`src/rtl/thread_ready_wait_queue_manager_unit_macros.svh`:
```
// assertion macros for the thread ready/wait queue manager
// no dependencies; included by the top level
`ifndef THREAD_READY_WAIT_QUEUE_MANAGER_UNIT_MACROS_SVH
`define THREAD_READY_WAIT_QUEUE_MANAGER_UNIT_MACROS_SVH
`ifndef SYNTH
// property must hold at every rising clock edge out of reset
`define TRWQ_ASSERT(label, clk, rst_n, prop, msg) \
  label: assert property (@(posedge clk) disable iff (!rst_n) prop) \
    else $error(msg);
// expression must never be true out of reset
`define TRWQ_ASSERT_NEVER(label, clk, rst_n, expr, msg) \
  label: assert property (@(posedge clk) disable iff (!rst_n) !(expr)) \
    else $error(msg);
`else
`define TRWQ_ASSERT(label, clk, rst_n, prop, msg)
`define TRWQ_ASSERT_NEVER(label, clk, rst_n, expr, msg)
`endif
`endif

```
`src/rtl/trwq_pkg.sv`:
```
// shared types and codes for the thread ready/wait queue manager
// no dependencies
`default_nettype none

package trwq_pkg;

  localparam int unsigned MaxThreadsDef = 16;

  localparam int unsigned FuncW   = 3;
  localparam int unsigned IdW     = 16;
  localparam int unsigned StatusW = 2;
  localparam int unsigned ListW   = 2;
  localparam int unsigned CountW  = 5;

  // operation codes
  localparam logic [FuncW-1:0] FnCreate  = 3'd0;
  localparam logic [FuncW-1:0] FnPop     = 3'd1;
  localparam logic [FuncW-1:0] FnSuspend = 3'd2;
  localparam logic [FuncW-1:0] FnResume  = 3'd3;
  localparam logic [FuncW-1:0] FnCancel  = 3'd4;

  // status codes
  localparam logic [StatusW-1:0] StOk       = 2'd0;
  localparam logic [StatusW-1:0] StNotFound = 2'd1;
  localparam logic [StatusW-1:0] StFull     = 2'd2;
  localparam logic [StatusW-1:0] StEmpty    = 2'd3;

  // list tags
  localparam logic [ListW-1:0] ListNone  = 2'd0;
  localparam logic [ListW-1:0] ListReady = 2'd1;
  localparam logic [ListW-1:0] ListWait  = 2'd2;

  typedef struct packed {
    logic [FuncW-1:0] func;
    logic [IdW-1:0]   tid;
  } req_t;

  typedef struct packed {
    logic [StatusW-1:0] status;
    logic [IdW-1:0]     out_thread;
    logic [ListW-1:0]   found_in;
    logic [CountW-1:0]  ready_count;
    logic [CountW-1:0]  waiting_count;
  } rsp_t;

endpackage

`default_nettype wire

```
`src/rtl/thread_ready_wait_queue_manager_unit.sv`:
```
// top level of the thread ready/wait queue manager: slot rams, sequencer, result register
// depends on trwq_pkg, trwq_ram, trwq_ctrl and the unit's assertion macro header
`default_nettype none

// usage
// - command channel: a word on req_i (func, tid) is taken at a rising edge
//   with start high and busy low; busy stays high while the word is worked on
// - result channel: done_o is high for exactly one cycle with the result on rsp_o;
//   there is no back-pressure, the result must be taken in that cycle
// - one word is worked on at a time; how long it takes from accept to done_o depends on func:
//   pop on an empty ready list and an unknown func go straight to the result,
//   create scans from slot 0 up to the lowest free slot (all slots when full),
//   suspend/resume walk their list from the head up to the thread,
//   a suspend/resume miss walks the whole list,
//   cancel walks the ready list and then, when not found there, the wait list
// - the walks go one linked slot per cycle, since the next slot address comes out of the next-link
//   ram through its registered read port
// - busy drops in the cycle done_o is high, so the next word may be taken then
// - slot identifiers and links sit in three rams; list heads, tails, counts and the
//   per-slot occupied bits sit in flops
// - reset empties both lists at once (occupied bits cleared); no ram clearing pass
// - counts on rsp_o are the list sizes after the operation, truncated to 5 bits

`include "thread_ready_wait_queue_manager_unit_macros.svh"

module thread_ready_wait_queue_manager_unit #(
  parameter int unsigned MAX_THREADS = trwq_pkg::MaxThreadsDef
) (
  input  logic           clk_i,
  input  logic           rst_ni,
  input  logic           start,
  output logic           busy,
  input  trwq_pkg::req_t req_i,
  output logic           done_o,
  output trwq_pkg::rsp_t rsp_o
);

  import trwq_pkg::*;

  localparam int unsigned IdxW = $clog2(MAX_THREADS);

  // shared read address: identifier and both links of one slot come back together
  logic [IdxW-1:0] rd_addr;
  logic            thr_we, nxt_we, prv_we;
  logic [IdxW-1:0] thr_waddr, nxt_waddr, prv_waddr;
  logic [IdW-1:0]  thr_wdata, thr_rdata;
  logic [IdxW-1:0] nxt_wdata, nxt_rdata, prv_wdata, prv_rdata;

  logic fin;
  rsp_t rsp;

  logic done_q;
  rsp_t rsp_q;

  trwq_ram #(
    .WIDTH (IdW),
    .DEPTH (MAX_THREADS)
  ) u_thr_ram (
    .clk_i   (clk_i),
    .we_i    (thr_we),
    .waddr_i (thr_waddr),
    .wdata_i (thr_wdata),
    .raddr_i (rd_addr),
    .rdata_o (thr_rdata)
  );

  // next links of each slot
  trwq_ram #(
    .WIDTH (IdxW),
    .DEPTH (MAX_THREADS)
  ) u_nxt_ram (
    .clk_i   (clk_i),
    .we_i    (nxt_we),
    .waddr_i (nxt_waddr),
    .wdata_i (nxt_wdata),
    .raddr_i (rd_addr),
    .rdata_o (nxt_rdata)
  );

  // previous links of each slot
  trwq_ram #(
    .WIDTH (IdxW),
    .DEPTH (MAX_THREADS)
  ) u_prv_ram (
    .clk_i   (clk_i),
    .we_i    (prv_we),
    .waddr_i (prv_waddr),
    .wdata_i (prv_wdata),
    .raddr_i (rd_addr),
    .rdata_o (prv_rdata)
  );

  trwq_ctrl #(
    .MAX_THREADS (MAX_THREADS)
  ) u_ctrl (
    .clk_i       (clk_i),
    .rst_ni      (rst_ni),
    .start_i     (start),
    .req_i       (req_i),
    .busy_o      (busy),
    .fin_o       (fin),
    .rsp_o       (rsp),
    .rd_addr_o   (rd_addr),
    .thr_we_o    (thr_we),
    .thr_waddr_o (thr_waddr),
    .thr_wdata_o (thr_wdata),
    .thr_rdata_i (thr_rdata),
    .nxt_we_o    (nxt_we),
    .nxt_waddr_o (nxt_waddr),
    .nxt_wdata_o (nxt_wdata),
    .nxt_rdata_i (nxt_rdata),
    .prv_we_o    (prv_we),
    .prv_waddr_o (prv_waddr),
    .prv_wdata_o (prv_wdata),
    .prv_rdata_i (prv_rdata)
  );

  // result register: strobe resets, payload does not
  always_ff @(posedge clk_i or negedge rst_ni) begin
    if (!rst_ni) begin
      done_q <= 1'b0;
    end else begin
      done_q <= fin;
    end
  end

  always_ff @(posedge clk_i) begin
    if (fin) begin
      rsp_q <= rsp;
    end
  end

  assign done_o = done_q;
  assign rsp_o  = rsp_q;

  // no result can follow an accepted word in the very next cycle
  `TRWQ_ASSERT(a_no_instant_done, clk_i, rst_ni, (start && !busy) |=> !done_o, "done right after accept")
  // an accepted word keeps the unit busy
  `TRWQ_ASSERT(a_busy_after_accept, clk_i, rst_ni, (start && !busy) |=> busy, "not busy after accept")
  // the result strobe comes only once the sequencer is idle again
  `TRWQ_ASSERT_NEVER(a_done_while_busy, clk_i, rst_ni, done_o && busy, "done while busy")
  // a failed operation names no thread and no list
  `TRWQ_ASSERT(a_fail_clean, clk_i, rst_ni, (done_o && rsp_o.status != StOk) |-> (rsp_o.out_thread == '0 && rsp_o.found_in == ListNone), "failed result not clean")
  // both lists together never hold more than the slot store
  `TRWQ_ASSERT(a_count_bound, clk_i, rst_ni, done_o |-> ((32'(rsp_o.ready_count) + 32'(rsp_o.waiting_count)) <= 32'(MAX_THREADS)), "list counts exceed slot store")

endmodule

`default_nettype wire

```
`src/rtl/trwq_ram.sv`:
```
// generic single write port ram with registered read
// no dependencies
`default_nettype none

module trwq_ram #(
  parameter int unsigned WIDTH = 16,
  parameter int unsigned DEPTH = 16,
  localparam int unsigned AW = (DEPTH > 1) ? $clog2(DEPTH) : 1
) (
  input  logic             clk_i,
  input  logic             we_i,
  input  logic [AW-1:0]    waddr_i,
  input  logic [WIDTH-1:0] wdata_i,
  input  logic [AW-1:0]    raddr_i,
  output logic [WIDTH-1:0] rdata_o
);

  logic [WIDTH-1:0] mem_q [DEPTH];
  logic [WIDTH-1:0] rdata_q;

  always_ff @(posedge clk_i) begin
    if (we_i) begin
      mem_q[waddr_i] <= wdata_i;
    end
    rdata_q <= mem_q[raddr_i];
  end

  assign rdata_o = rdata_q;

endmodule

`default_nettype wire

```
`src/rtl/trwq_ctrl.sv`:
```
// sequencer for the ready/wait lists: free slot scan, list walk, link updates
// depends on trwq_pkg; drives the slot rams held in the top level
`default_nettype none

module trwq_ctrl #(
  parameter int unsigned MAX_THREADS = trwq_pkg::MaxThreadsDef,
  localparam int unsigned IdxW = $clog2(MAX_THREADS),
  localparam int unsigned CntW = $clog2(MAX_THREADS + 1)
) (
  input  logic                clk_i,
  input  logic                rst_ni,
  input  logic                start_i,
  input  trwq_pkg::req_t      req_i,
  output logic                busy_o,
  output logic                fin_o,
  output trwq_pkg::rsp_t      rsp_o,
  output logic [IdxW-1:0]     rd_addr_o,
  output logic                thr_we_o,
  output logic [IdxW-1:0]     thr_waddr_o,
  output logic [trwq_pkg::IdW-1:0] thr_wdata_o,
  input  logic [trwq_pkg::IdW-1:0] thr_rdata_i,
  output logic                nxt_we_o,
  output logic [IdxW-1:0]     nxt_waddr_o,
  output logic [IdxW-1:0]     nxt_wdata_o,
  input  logic [IdxW-1:0]     nxt_rdata_i,
  output logic                prv_we_o,
  output logic [IdxW-1:0]     prv_waddr_o,
  output logic [IdxW-1:0]     prv_wdata_o,
  input  logic [IdxW-1:0]     prv_rdata_i
);

  import trwq_pkg::*;

  localparam logic [3:0] SIdle   = 4'd0;
  localparam logic [3:0] SScan   = 4'd1;
  localparam logic [3:0] SPop    = 4'd2;
  localparam logic [3:0] SSStart = 4'd3;
  localparam logic [3:0] SSrch   = 4'd4;
  localparam logic [3:0] SUnlink = 4'd5;
  localparam logic [3:0] SApp1   = 4'd6;
  localparam logic [3:0] SApp2   = 4'd7;
  localparam logic [3:0] SFin    = 4'd8;

  logic [3:0]             state_q, state_d;
  logic [IdxW-1:0]        rhead_q, rhead_d, rtail_q, rtail_d;
  logic [IdxW-1:0]        whead_q, whead_d, wtail_q, wtail_d;
  logic [CntW-1:0]        rtot_q, rtot_d, wtot_q, wtot_d;
  logic [MAX_THREADS-1:0] occ_q, occ_d;

  logic [FuncW-1:0]   func_q, func_d;
  logic [IdW-1:0]     id_q, id_d;
  logic [IdW-1:0]     who_q, who_d;
  logic [StatusW-1:0] status_q, status_d;
  logic [ListW-1:0]   found_q, found_d;
  logic [ListW-1:0]   lst_q, lst_d;
  logic [ListW-1:0]   app_lst_q, app_lst_d;
  logic [IdxW-1:0]    cur_q, cur_d;
  logic [CntW-1:0]    cnt_q, cnt_d;
  logic [IdxW-1:0]    s_q, s_d, snext_q, snext_d, sprev_q, sprev_d;

  // views of the list being searched and of the list being appended to
  logic [IdxW-1:0] sel_head, sel_tail, new_head, new_tail, app_tail;
  logic [CntW-1:0] sel_tot, new_tot, app_tot, cnt_inc;

  assign sel_head = (lst_q == ListReady) ? rhead_q : whead_q;
  assign sel_tail = (lst_q == ListReady) ? rtail_q : wtail_q;
  assign sel_tot  = (lst_q == ListReady) ? rtot_q  : wtot_q;
  assign app_tail = (app_lst_q == ListReady) ? rtail_q : wtail_q;
  assign app_tot  = (app_lst_q == ListReady) ? rtot_q  : wtot_q;
  assign cnt_inc  = cnt_q + CntW'(1);

  always_comb begin
    state_d   = state_q;
    rhead_d   = rhead_q;
    rtail_d   = rtail_q;
    whead_d   = whead_q;
    wtail_d   = wtail_q;
    rtot_d    = rtot_q;
    wtot_d    = wtot_q;
    occ_d     = occ_q;
    func_d    = func_q;
    id_d      = id_q;
    who_d     = who_q;
    status_d  = status_q;
    found_d   = found_q;
    lst_d     = lst_q;
    app_lst_d = app_lst_q;
    cur_d     = cur_q;
    cnt_d     = cnt_q;
    s_d       = s_q;
    snext_d   = snext_q;
    sprev_d   = sprev_q;
    new_head  = sel_head;
    new_tail  = sel_tail;
    new_tot   = sel_tot;

    rd_addr_o   = cur_q;
    thr_we_o    = 1'b0;
    thr_waddr_o = cur_q;
    thr_wdata_o = id_q;
    nxt_we_o    = 1'b0;
    nxt_waddr_o = s_q;
    nxt_wdata_o = '0;
    prv_we_o    = 1'b0;
    prv_waddr_o = s_q;
    prv_wdata_o = '0;

    unique case (state_q)
      SIdle: begin
        if (start_i) begin
          func_d   = req_i.func;
          id_d     = req_i.tid;
          who_d    = req_i.tid;
          status_d = StNotFound;
          found_d  = ListNone;
          cnt_d    = '0;
          unique case (req_i.func) inside
            FnCreate: begin
              cur_d   = '0;
              state_d = SScan;
            end
            FnPop: begin
              lst_d = ListReady;
              if (rtot_q == '0) begin
                status_d = StEmpty;
                state_d  = SFin;
              end else begin
                rd_addr_o = rhead_q;
                cur_d     = rhead_q;
                state_d   = SPop;
              end
            end
            FnSuspend, FnCancel: begin
              lst_d   = ListReady;
              state_d = SSStart;
            end
            FnResume: begin
              lst_d   = ListWait;
              state_d = SSStart;
            end
            default: begin
              state_d = SFin;
            end
          endcase
        end
      end

      // lowest free slot, one slot per cycle
      SScan: begin
        if (!occ_q[cur_q]) begin
          s_d         = cur_q;
          thr_we_o    = 1'b1;
          thr_waddr_o = cur_q;
          app_lst_d   = ListReady;
          state_d     = SApp1;
        end else if (cur_q == IdxW'(MAX_THREADS - 1)) begin
          status_d = StFull;
          state_d  = SFin;
        end else begin
          cur_d = cur_q + IdxW'(1);
        end
      end

      SPop: begin
        s_d     = cur_q;
        snext_d = nxt_rdata_i;
        sprev_d = prv_rdata_i;
        who_d   = thr_rdata_i;
        found_d = ListReady;
        state_d = SUnlink;
      end

      SSStart: begin
        if (sel_tot == '0) begin
          if (func_q == FnCancel && lst_q == ListReady) begin
            lst_d = ListWait;
          end else begin
            state_d = SFin;
          end
        end else begin
          rd_addr_o = sel_head;
          cur_d     = sel_head;
          cnt_d     = '0;
          state_d   = SSrch;
        end
      end

      // one linked slot per cycle, next address straight from the ram
      SSrch: begin
        if (thr_rdata_i == id_q) begin
          s_d     = cur_q;
          snext_d = nxt_rdata_i;
          sprev_d = prv_rdata_i;
          found_d = lst_q;
          state_d = SUnlink;
        end else if (cnt_inc == sel_tot) begin
          if (func_q == FnCancel && lst_q == ListReady) begin
            lst_d   = ListWait;
            state_d = SSStart;
          end else begin
            state_d = SFin;
          end
        end else begin
          cur_d     = nxt_rdata_i;
          rd_addr_o = nxt_rdata_i;
          cnt_d     = cnt_inc;
        end
      end

      SUnlink: begin
        if (sel_tot == CntW'(1)) begin
          new_head = '0;
          new_tail = '0;
        end else if (s_q == sel_head) begin
          new_head = snext_q;
        end else if (s_q == sel_tail) begin
          new_tail = sprev_q;
        end else begin
          nxt_we_o    = 1'b1;
          nxt_waddr_o = sprev_q;
          nxt_wdata_o = snext_q;
          prv_we_o    = 1'b1;
          prv_waddr_o = snext_q;
          prv_wdata_o = sprev_q;
        end
        new_tot = sel_tot - CntW'(1);
        if (lst_q == ListReady) begin
          rhead_d = new_head;
          rtail_d = new_tail;
          rtot_d  = new_tot;
        end else begin
          whead_d = new_head;
          wtail_d = new_tail;
          wtot_d  = new_tot;
        end
        if (func_q == FnSuspend || func_q == FnResume) begin
          app_lst_d = (lst_q == ListReady) ? ListWait : ListReady;
          state_d   = SApp1;
        end else begin
          occ_d[s_q] = 1'b0;
          status_d   = StOk;
          state_d    = SFin;
        end
      end

      SApp1: begin
        nxt_we_o    = 1'b1;
        nxt_wdata_o = '0;
        prv_we_o    = 1'b1;
        prv_wdata_o = (app_tot == '0) ? '0 : app_tail;
        state_d     = SApp2;
      end

      SApp2: begin
        if (app_tot != '0) begin
          nxt_we_o    = 1'b1;
          nxt_waddr_o = app_tail;
          nxt_wdata_o = s_q;
        end
        if (app_lst_q == ListReady) begin
          if (app_tot == '0) begin
            rhead_d = s_q;
          end
          rtail_d = s_q;
          rtot_d  = rtot_q + CntW'(1);
        end else begin
          if (app_tot == '0) begin
            whead_d = s_q;
          end
          wtail_d = s_q;
          wtot_d  = wtot_q + CntW'(1);
        end
        occ_d[s_q] = 1'b1;
        status_d   = StOk;
        state_d    = SFin;
      end

      SFin: begin
        state_d = SIdle;
      end

      default: begin
        state_d = SIdle;
      end
    endcase
  end

  always_ff @(posedge clk_i or negedge rst_ni) begin
    if (!rst_ni) begin
      state_q <= SIdle;
      rhead_q <= '0;
      rtail_q <= '0;
      whead_q <= '0;
      wtail_q <= '0;
      rtot_q  <= '0;
      wtot_q  <= '0;
      occ_q   <= '0;
    end else begin
      state_q <= state_d;
      rhead_q <= rhead_d;
      rtail_q <= rtail_d;
      whead_q <= whead_d;
      wtail_q <= wtail_d;
      rtot_q  <= rtot_d;
      wtot_q  <= wtot_d;
      occ_q   <= occ_d;
    end
  end

  always_ff @(posedge clk_i) begin
    func_q    <= func_d;
    id_q      <= id_d;
    who_q     <= who_d;
    status_q  <= status_d;
    found_q   <= found_d;
    lst_q     <= lst_d;
    app_lst_q <= app_lst_d;
    cur_q     <= cur_d;
    cnt_q     <= cnt_d;
    s_q       <= s_d;
    snext_q   <= snext_d;
    sprev_q   <= sprev_d;
  end

  assign busy_o = (state_q != SIdle);
  assign fin_o  = (state_q == SFin);

  always_comb begin
    rsp_o.status        = status_q;
    rsp_o.out_thread    = (status_q == StOk) ? who_q : '0;
    rsp_o.found_in      = found_q;
    rsp_o.ready_count   = CountW'(rtot_q);
    rsp_o.waiting_count = CountW'(wtot_q);
  end

endmodule

`default_nettype wire
```
`config.mk`:
```
export PLATFORM = sky130hd
export DESIGN_NAME = thread_ready_wait_queue_manager_unit
export DESIGN_NICKNAME = d
export VERILOG_FILES = /design/src/rtl/trwq_pkg.sv /design/src/rtl/thread_ready_wait_queue_manager_unit.sv /design/src/rtl/trwq_ram.sv /design/src/rtl/trwq_ctrl.sv
export VERILOG_INCLUDE_DIRS = /design/src /design/src/rtl
export SDC_FILE = /design/constraint.sdc
export NUM_CORES = 1
export LEC_CHECK = 0
export BUFFER_PORTS_ARGS = -buffer_cell sky130_fd_sc_hd__buf_2
export CAP_MARGIN = 20
export CORE_ASPECT_RATIO = 0.6
export CORE_MARGIN = 4
export CORE_UTILIZATION = 45
export DETAILED_ROUTE_END_ITERATION = 6
export PLACE_DENSITY = 0.57
export SYNTH_ARGS = -nofsm -noshare
export SYNTH_HDL_FRONTEND = slang
export SYNTH_HIERARCHICAL = 1
export SYNTH_SLANG_ARGS = --single-unit
```
`constraint.sdc`:
```
create_clock -name clk_i -period 6.3 [get_ports clk_i]
set_input_delay 0.63 -clock clk_i [delete_from_list [all_inputs] [get_ports clk_i]]
set_output_delay 0.63 -clock clk_i [all_outputs]
set_load 0.005 [all_outputs]
```
# Word level (Yosys, flattened, before mapping)
# Memories as Yosys holds them, arrays and structs flattened. A register that Yosys moved wholly into a read port is not among the register bits.
# Index checks and enable logic that the tools add are counted.
[word_totals] elab_cells=251 mem_bits_rw=384 ff_bits=141 mem_count=3
[mem_list] memory="u_thr_ram.mem_q" words=16 word_bits=16 read_ports=1 rd_clocked_by_memory_dff=1 write_ports=1 line="trwq_ram.sv:18" text="logic [WIDTH-1:0] mem_q [DEPTH];"
[mem_list] memory="u_nxt_ram.mem_q" words=16 word_bits=4 read_ports=1 rd_clocked_by_memory_dff=1 write_ports=1 line="trwq_ram.sv:18"
[mem_list] memory="u_prv_ram.mem_q" words=16 word_bits=4 read_ports=1 rd_clocked_by_memory_dff=1 write_ports=1 line="trwq_ram.sv:18"
[classes] bitwise=3 n_lt_le_gt_ge=3 muxes=127 n_eq_ne=46 n_reduce_logical=38 n_addsub=5
[op_table] cell="4-bit two-way mux" count=56
[op_table] cell="4-bit case mux with 2 select lines" count=10
[op_table] cell="16-bit case mux with 2 select lines" count=2
[op_table] cell="5-bit two-way mux" count=10
[op_table] cell="4-bit case mux with 3 select lines" count=3
[op_table] cell="16-bit two-way mux" count=2
[op_table] cell="2-bit two-way mux" count=16
[op_table] cell="4-bit case mux with 8 select lines" count=1
[op_table] cell="5-bit case mux with 2 select lines" count=2
[op_table] cell="2-bit by 1-bit inequality test with 1-bit output, second input constant" count=9
[op_table] cell="2-bit inequality test, second input constant" count=9
[op_table] cell="16-bit bitwise AND" count=1
[op_table] cell="16-bit equality test" count=1
[op_table] cell="4-bit by 3-bit equality test with 1-bit output, second input constant" count=4
[op_table] cell="16-bit NOT" count=1
[op_table] cell="16-bit bitwise OR" count=1
[op_table] cell="4-bit case mux with 4 select lines" count=1
[op_table] cell="5-bit by 1-bit adder with 5-bit output, second input constant" count=3
[op_table] cell="5-bit logical NOT" count=3
[op_table] cell="5-bit case mux with 3 select lines" count=1
[op_table] cell="3-bit AND reduction" count=5
[op_table] cell="5-bit AND reduction" count=3
[op_table] cell="1-bit two-way mux" count=14
[op_table] cell="3-bit by 2-bit equality test with 1-bit output, second input constant" count=4
[op_table] cell="other kinds (36)" count=60

# Depth between registers and ports, before layout
[depth] ltp_word=9 ltp_mapped=15 depth_no_buf=11

# Modules after synthesis
# Netlist, hierarchy kept.
[by_module_without_submodules] module="trwq_ram (u_thr_ram)" cells_each=432 area_per_inst_um2=10042.1 n_inst=1
[by_module_without_submodules] module="trwq_ctrl" cells_each=645 area_per_inst_um2=6333.6 n_inst=1
[by_module_without_submodules] module="trwq_ram (u_nxt_ram ...)" cells_each=130 area_per_inst_um2=2666.3 n_inst=2
[by_module_without_submodules] module="thread_ready_wait_queue_manager_unit" cells_each=31 area_per_inst_um2=925.9 n_inst=1

# Worst setup path after synthesis
# No wires, ideal clock.
[synth_timing] kind="reg2reg" start="register u_ctrl.state_q[3]" end="register rsp_q, in the netlist rsp_o[0], enable pin" path_stages_with_launch=3 required_ps=5793 arrival_ps=3873 slack_ps=1920 path_cell_list="dfrtp_1 clkbuf_1 nor4b_1"
[synth_between] elab_chain_len=1
[synth_lines] item="start, declared" line="trwq_ctrl.sv:44" text="logic [3:0] state_q, state_d;"
[synth_lines] item="start signal, assigned" line="trwq_ctrl.sv:290" text="state_q <= SIdle;"
[synth_lines] item="start signal, assigned" line="trwq_ctrl.sv:299" text="state_q <= state_d;"
[synth_lines] item="4-bit equality test" line="trwq_ctrl.sv:326" text="assign fin_o = (state_q == SFin);"
[synth_lines] item="via fin" line="thread_ready_wait_queue_manager_unit.sv:49" text="logic fin;"
[synth_lines] item="end signal, assigned" line="thread_ready_wait_queue_manager_unit.sv:129" text="rsp_q <= rsp;"
[synth_lines] item="end, declared" line="thread_ready_wait_queue_manager_unit.sv:53" text="rsp_t rsp_q;"
# The timed path passes the listed nets, and every way through them passes these cells.
# A chain may end at the register's enable or synchronous reset.

# Worst setup path after layout
[layout_timing] start="register u_ctrl.id_q[13] (netlist: u_ctrl/thr_wdata_o[13])" end="register u_prv_ram.rdata_q[2] (netlist: u_prv_ram/rdata_o[2]), read port of u_prv_ram.mem_q"
[layout_between] elab_chain_len=3
[layout_lines] item="start, declared" line="trwq_ctrl.sv:51" text="logic [IdW-1:0] id_q, id_d;"
[layout_lines] item="start signal, assigned" line="trwq_ctrl.sv:312" text="id_q <= id_d;"
[layout_lines] item="16-bit equality test" line="trwq_ctrl.sv:190" text="if (thr_rdata_i == id_q) begin"
[layout_lines] item="4-bit two-way mux"
[layout_lines] item="4-bit case mux with 3 select lines" line="trwq_ctrl.sv:108" text="unique case (state_q)"
[layout_lines] item="via rd_addr[0]" line="thread_ready_wait_queue_manager_unit.sv:43" text="logic [IdxW-1:0] rd_addr;"
[layout_lines] item="end, declared" line="trwq_ram.sv:19" text="logic [WIDTH-1:0] rdata_q;"
# The timed path passes the listed nets, and every way through them passes these cells.

==> metrics <==
port bufs=53; #FFs+latches synth=549; Worst path slowest cell=o21ai_4; R2R Path Start=u_ctrl/thr_wdata_o[13]; synth top area cells=edfxtp_1 (63%), mux4_2 (6.2%), dfrtp_1 (5.2%), mux4_1 (4.4%), nand2_1 (2.2%); final RePlAce weighted congestion=0.883; pwr/cell area=490 nW/um2; Crit Path Class=reg2reg; status=finished clean; total power=0.0125 W; simple-gate area share of the yosys netlist=7.94%; Layout area overhead=12.7%; Root Buffer=clkbuf_16; Die ar.=54,100 um2; first-pass GRT wire length=79,200 um; die height=182 um; multiplexer share of the synthesized area=12.7%; Fill cells=3,957; CTS Buf Count=51; Post-synth EDFFs=478; vias per cell=5.92; Avg Cell Area, Syn=16.5 um2; worst slew pin tran=1020 ps; Post-CTS Hold Buffers=0; FF-to-FF setup slack=1660 ps; WP data required=6750 ps; GRT Util Overall=19.4%; post-CTS resize count=0; xor and xnor area share after synthesis=1.43%; nets@finish=1,488; I/O pins=54; Synth Area in Adders=0.442%; Net Count, Synth=1,398; vias in the first global route=12,000; asr flop ratio synth=8.56%; total negative slack=0 ps; Starting Density=45.7%; antenna-violating nets left=0; largest family of logic cells by synthesized area=multiplexers; ANT cells=0; hpwl dp=34,600 um; worst-path cell chain=xor2_1 -> nor4_1 -> nand4_1 -> o21a_2 -> mux2i_1 -> o21ai_4 -> buf_12 -> mux4_1 -> a22oi_1 -> nand3_1; post-synthesis sequential area ratio=70.7%; Post-Route WL=52,900 um; LEAKAGE=8.86 nW; share of cells above drive strength 1=18.5%; Layout Skew=16.6 ps; Synth top cells by count=edfxtp_1 (478), nand2_1 (133), nor2_1 (93); synth unique cells=65; DRC=0; max cap viols=0; worst reg2reg path endpoint=u_prv_ram/rdata_o[2]; max frequency=216 MHz; Post-Syn Area=22,600 um2; Top FF cell, synth=edfxtp_1; Fin. Hold Viols=0; share of the synthesized area in the top cell type=63.4%; Core ar.=49,600 um2; largest net degree at the start of global routing=97; Final Critical Period=4640 ps; Yosys top cell by area=edfxtp_1; CTS Buffer Depth=3; Worst path max stage delay=790 ps; Critical Path Source Type=flip-flop; Worst Setup End Kind=flip-flop; vias=12,700; Tightest Hold Check Type=in2async; Mapped Cells=1,368; most numerous cell in the Yosys netlist=edfxtp_1; total gr overflow=0; Final period util=73.7%; htree depth=2; crit path max fanout=24; Slew headroom=31.7%; Setup Buffers After CTS=0; first-pass iteration count of the detailed router=7; WL per Instance=24.6 um; Finish-stage setup viols=0; drt first-iter violations=1,488; clk_lat worst skew=580 ps; initial antenna violation count=0; Max VDD drop=0.335 mV; Die X=298 um; warnings from Yosys=6; CTS tree=yes; Slew Viols, Final=0; Sink Count=549; RSZ-0062 raised after global routing=false; Critical Path AT=5090 ps; Synth Area in Compound Gates=4.93%; clock transition at the registers of the reported paths=60 ps; Worst R2R Path Depth=10; # rows=63
==> sequential cells by signal, summed over array words and instances (netlist names), 5 cells and up, named ones only <==
| name | flops |
|---|---|
| rsp_o | 30 |
| u_ctrl/cnt_q | 5 |
| u_ctrl/rtot_q | 5 |
| u_ctrl/thr_wdata_o | 16 |
| u_ctrl/who_q | 16 |
| u_ctrl/wtot_q | 5 |
| u_nxt_ram/mem_q | 64 |
| u_prv_ram/mem_q | 64 |
| u_thr_ram/mem_q | 256 |
| u_thr_ram/rdata_o | 16 |
==> through the flow <==
step | area, um2 | setup slack [ps] | instances | hold slack [ps] | util [%]
finish | 25500 | 1660 | 2150 | 156 | 51.4
global route | 25500 | 1430 | 2150 | 207 | 51.4
CTS | 25500 | 1620 | 2150 | 168 | 51.4
detailed placement | 23800 | 1640 | 2055 | 406 | 48.0
global placement | 23800 | 1700 | 2054 | 407 | 48.0
floorplan | 22600 | 1920 | 1368 | 334 | -
==> critical path, delay by kind of cell, from the launching register on <==
| kind | cells | cell delay [ps] |
|---|---|---|
| AOI/OAI and AO/OA | 3 | 1370 |
| and+or+nand+nor | 3 | 1150 |
| muxes | 2 | 800 |
| DFF | 1 | 610 |
| buffers and inverters | 1 | 320 |
| xor gates and xnor gates | 1 | 260 |
==> cell usage in the layout (no fill, tap or decap), types with 19 or more instances in the layout <==
cell type	n
a21oi_1	26
a22oi_1	44
and2_1	24
buf_2	54
buf_4	37
clkbuf_16	53
dfrtp_1	47
dfxtp_1	24
edfxtp_1	478
inv_1	21
mux2_2	19
mux2i_1	25
mux4_1	38
mux4_2	62
nand2_1	133
nand3_1	38
nor2_1	81
nor3_1	23
o21ai_0	29
xor2_1	22
==> cell families (layout without fill, tap and decap cells) <==
| group | Yosys count | count (layout) |
|---|---|---|
| AO/OA/AOI/OAI | 168 | 168 |
| XOR/XNOR | 37 | 37 |
| adder cells (fa/ha/maj) | 8 | 8 |
| buffers and inverters | 79 | 211 |
| flip-flops | 549 | 549 |
| multiplexers | 145 | 145 |
| AND/OR/NAND/NOR | 382 | 382 |
==> worst max-delay path by stage <==
stage	startpoint	end	slack, ps	cells after the start
2_1_floorplan	u_ctrl/state_q[3]	rsp_o[0]	1920	2
3_3_place_gp	u_ctrl/thr_wdata_o[13]	u_prv_ram/rdata_o[2]	1700	10
5_1_grt	u_ctrl/thr_wdata_o[13]	u_prv_ram/rdata_o[2]	1430	10
6_report	u_ctrl/thr_wdata_o[13]	u_prv_ram/rdata_o[2]	1660	10
4_1_cts	u_ctrl/thr_wdata_o[13]	u_prv_ram/rdata_o[2]	1620	10
3_5_place_dp	u_ctrl/thr_wdata_o[13]	u_prv_ram/rdata_o[2]	1640	10
==> area by class of cell <==
type                    instances  area [um2]  share of cell area (%)
flip-flops and latches        549       16000                    62.8
repair buffers                 94         608                    2.38
clock buffers                  71        1440                    5.66
clock inverters                24         253                   0.991
multi-input cells             740        6290                    24.7
well taps                     650         813                    3.19
inverters                      22        82.6                   0.324
==> where the power goes <==
| group | internal, W | switching [W] |
|---|---|---|
| Sequential | 0.00461 | 0.000504 |
| Clock | 0.00181 | 0.00131 |
| Combinational | 0.00180 | 0.00247 |
| Total | 0.00822 | 0.00428 |
==> metal layers <==
metal	share of wire, %	up-vias	global-route usage, %
li1	-	5588	-
met2	40	583	25.6
met5	0	-	0.176
met3	9.6	70	5.05
met4	1.5	0	3.31
met1	49	6485	32.3
Note: power is estimated with default switching activity, not from simulation.
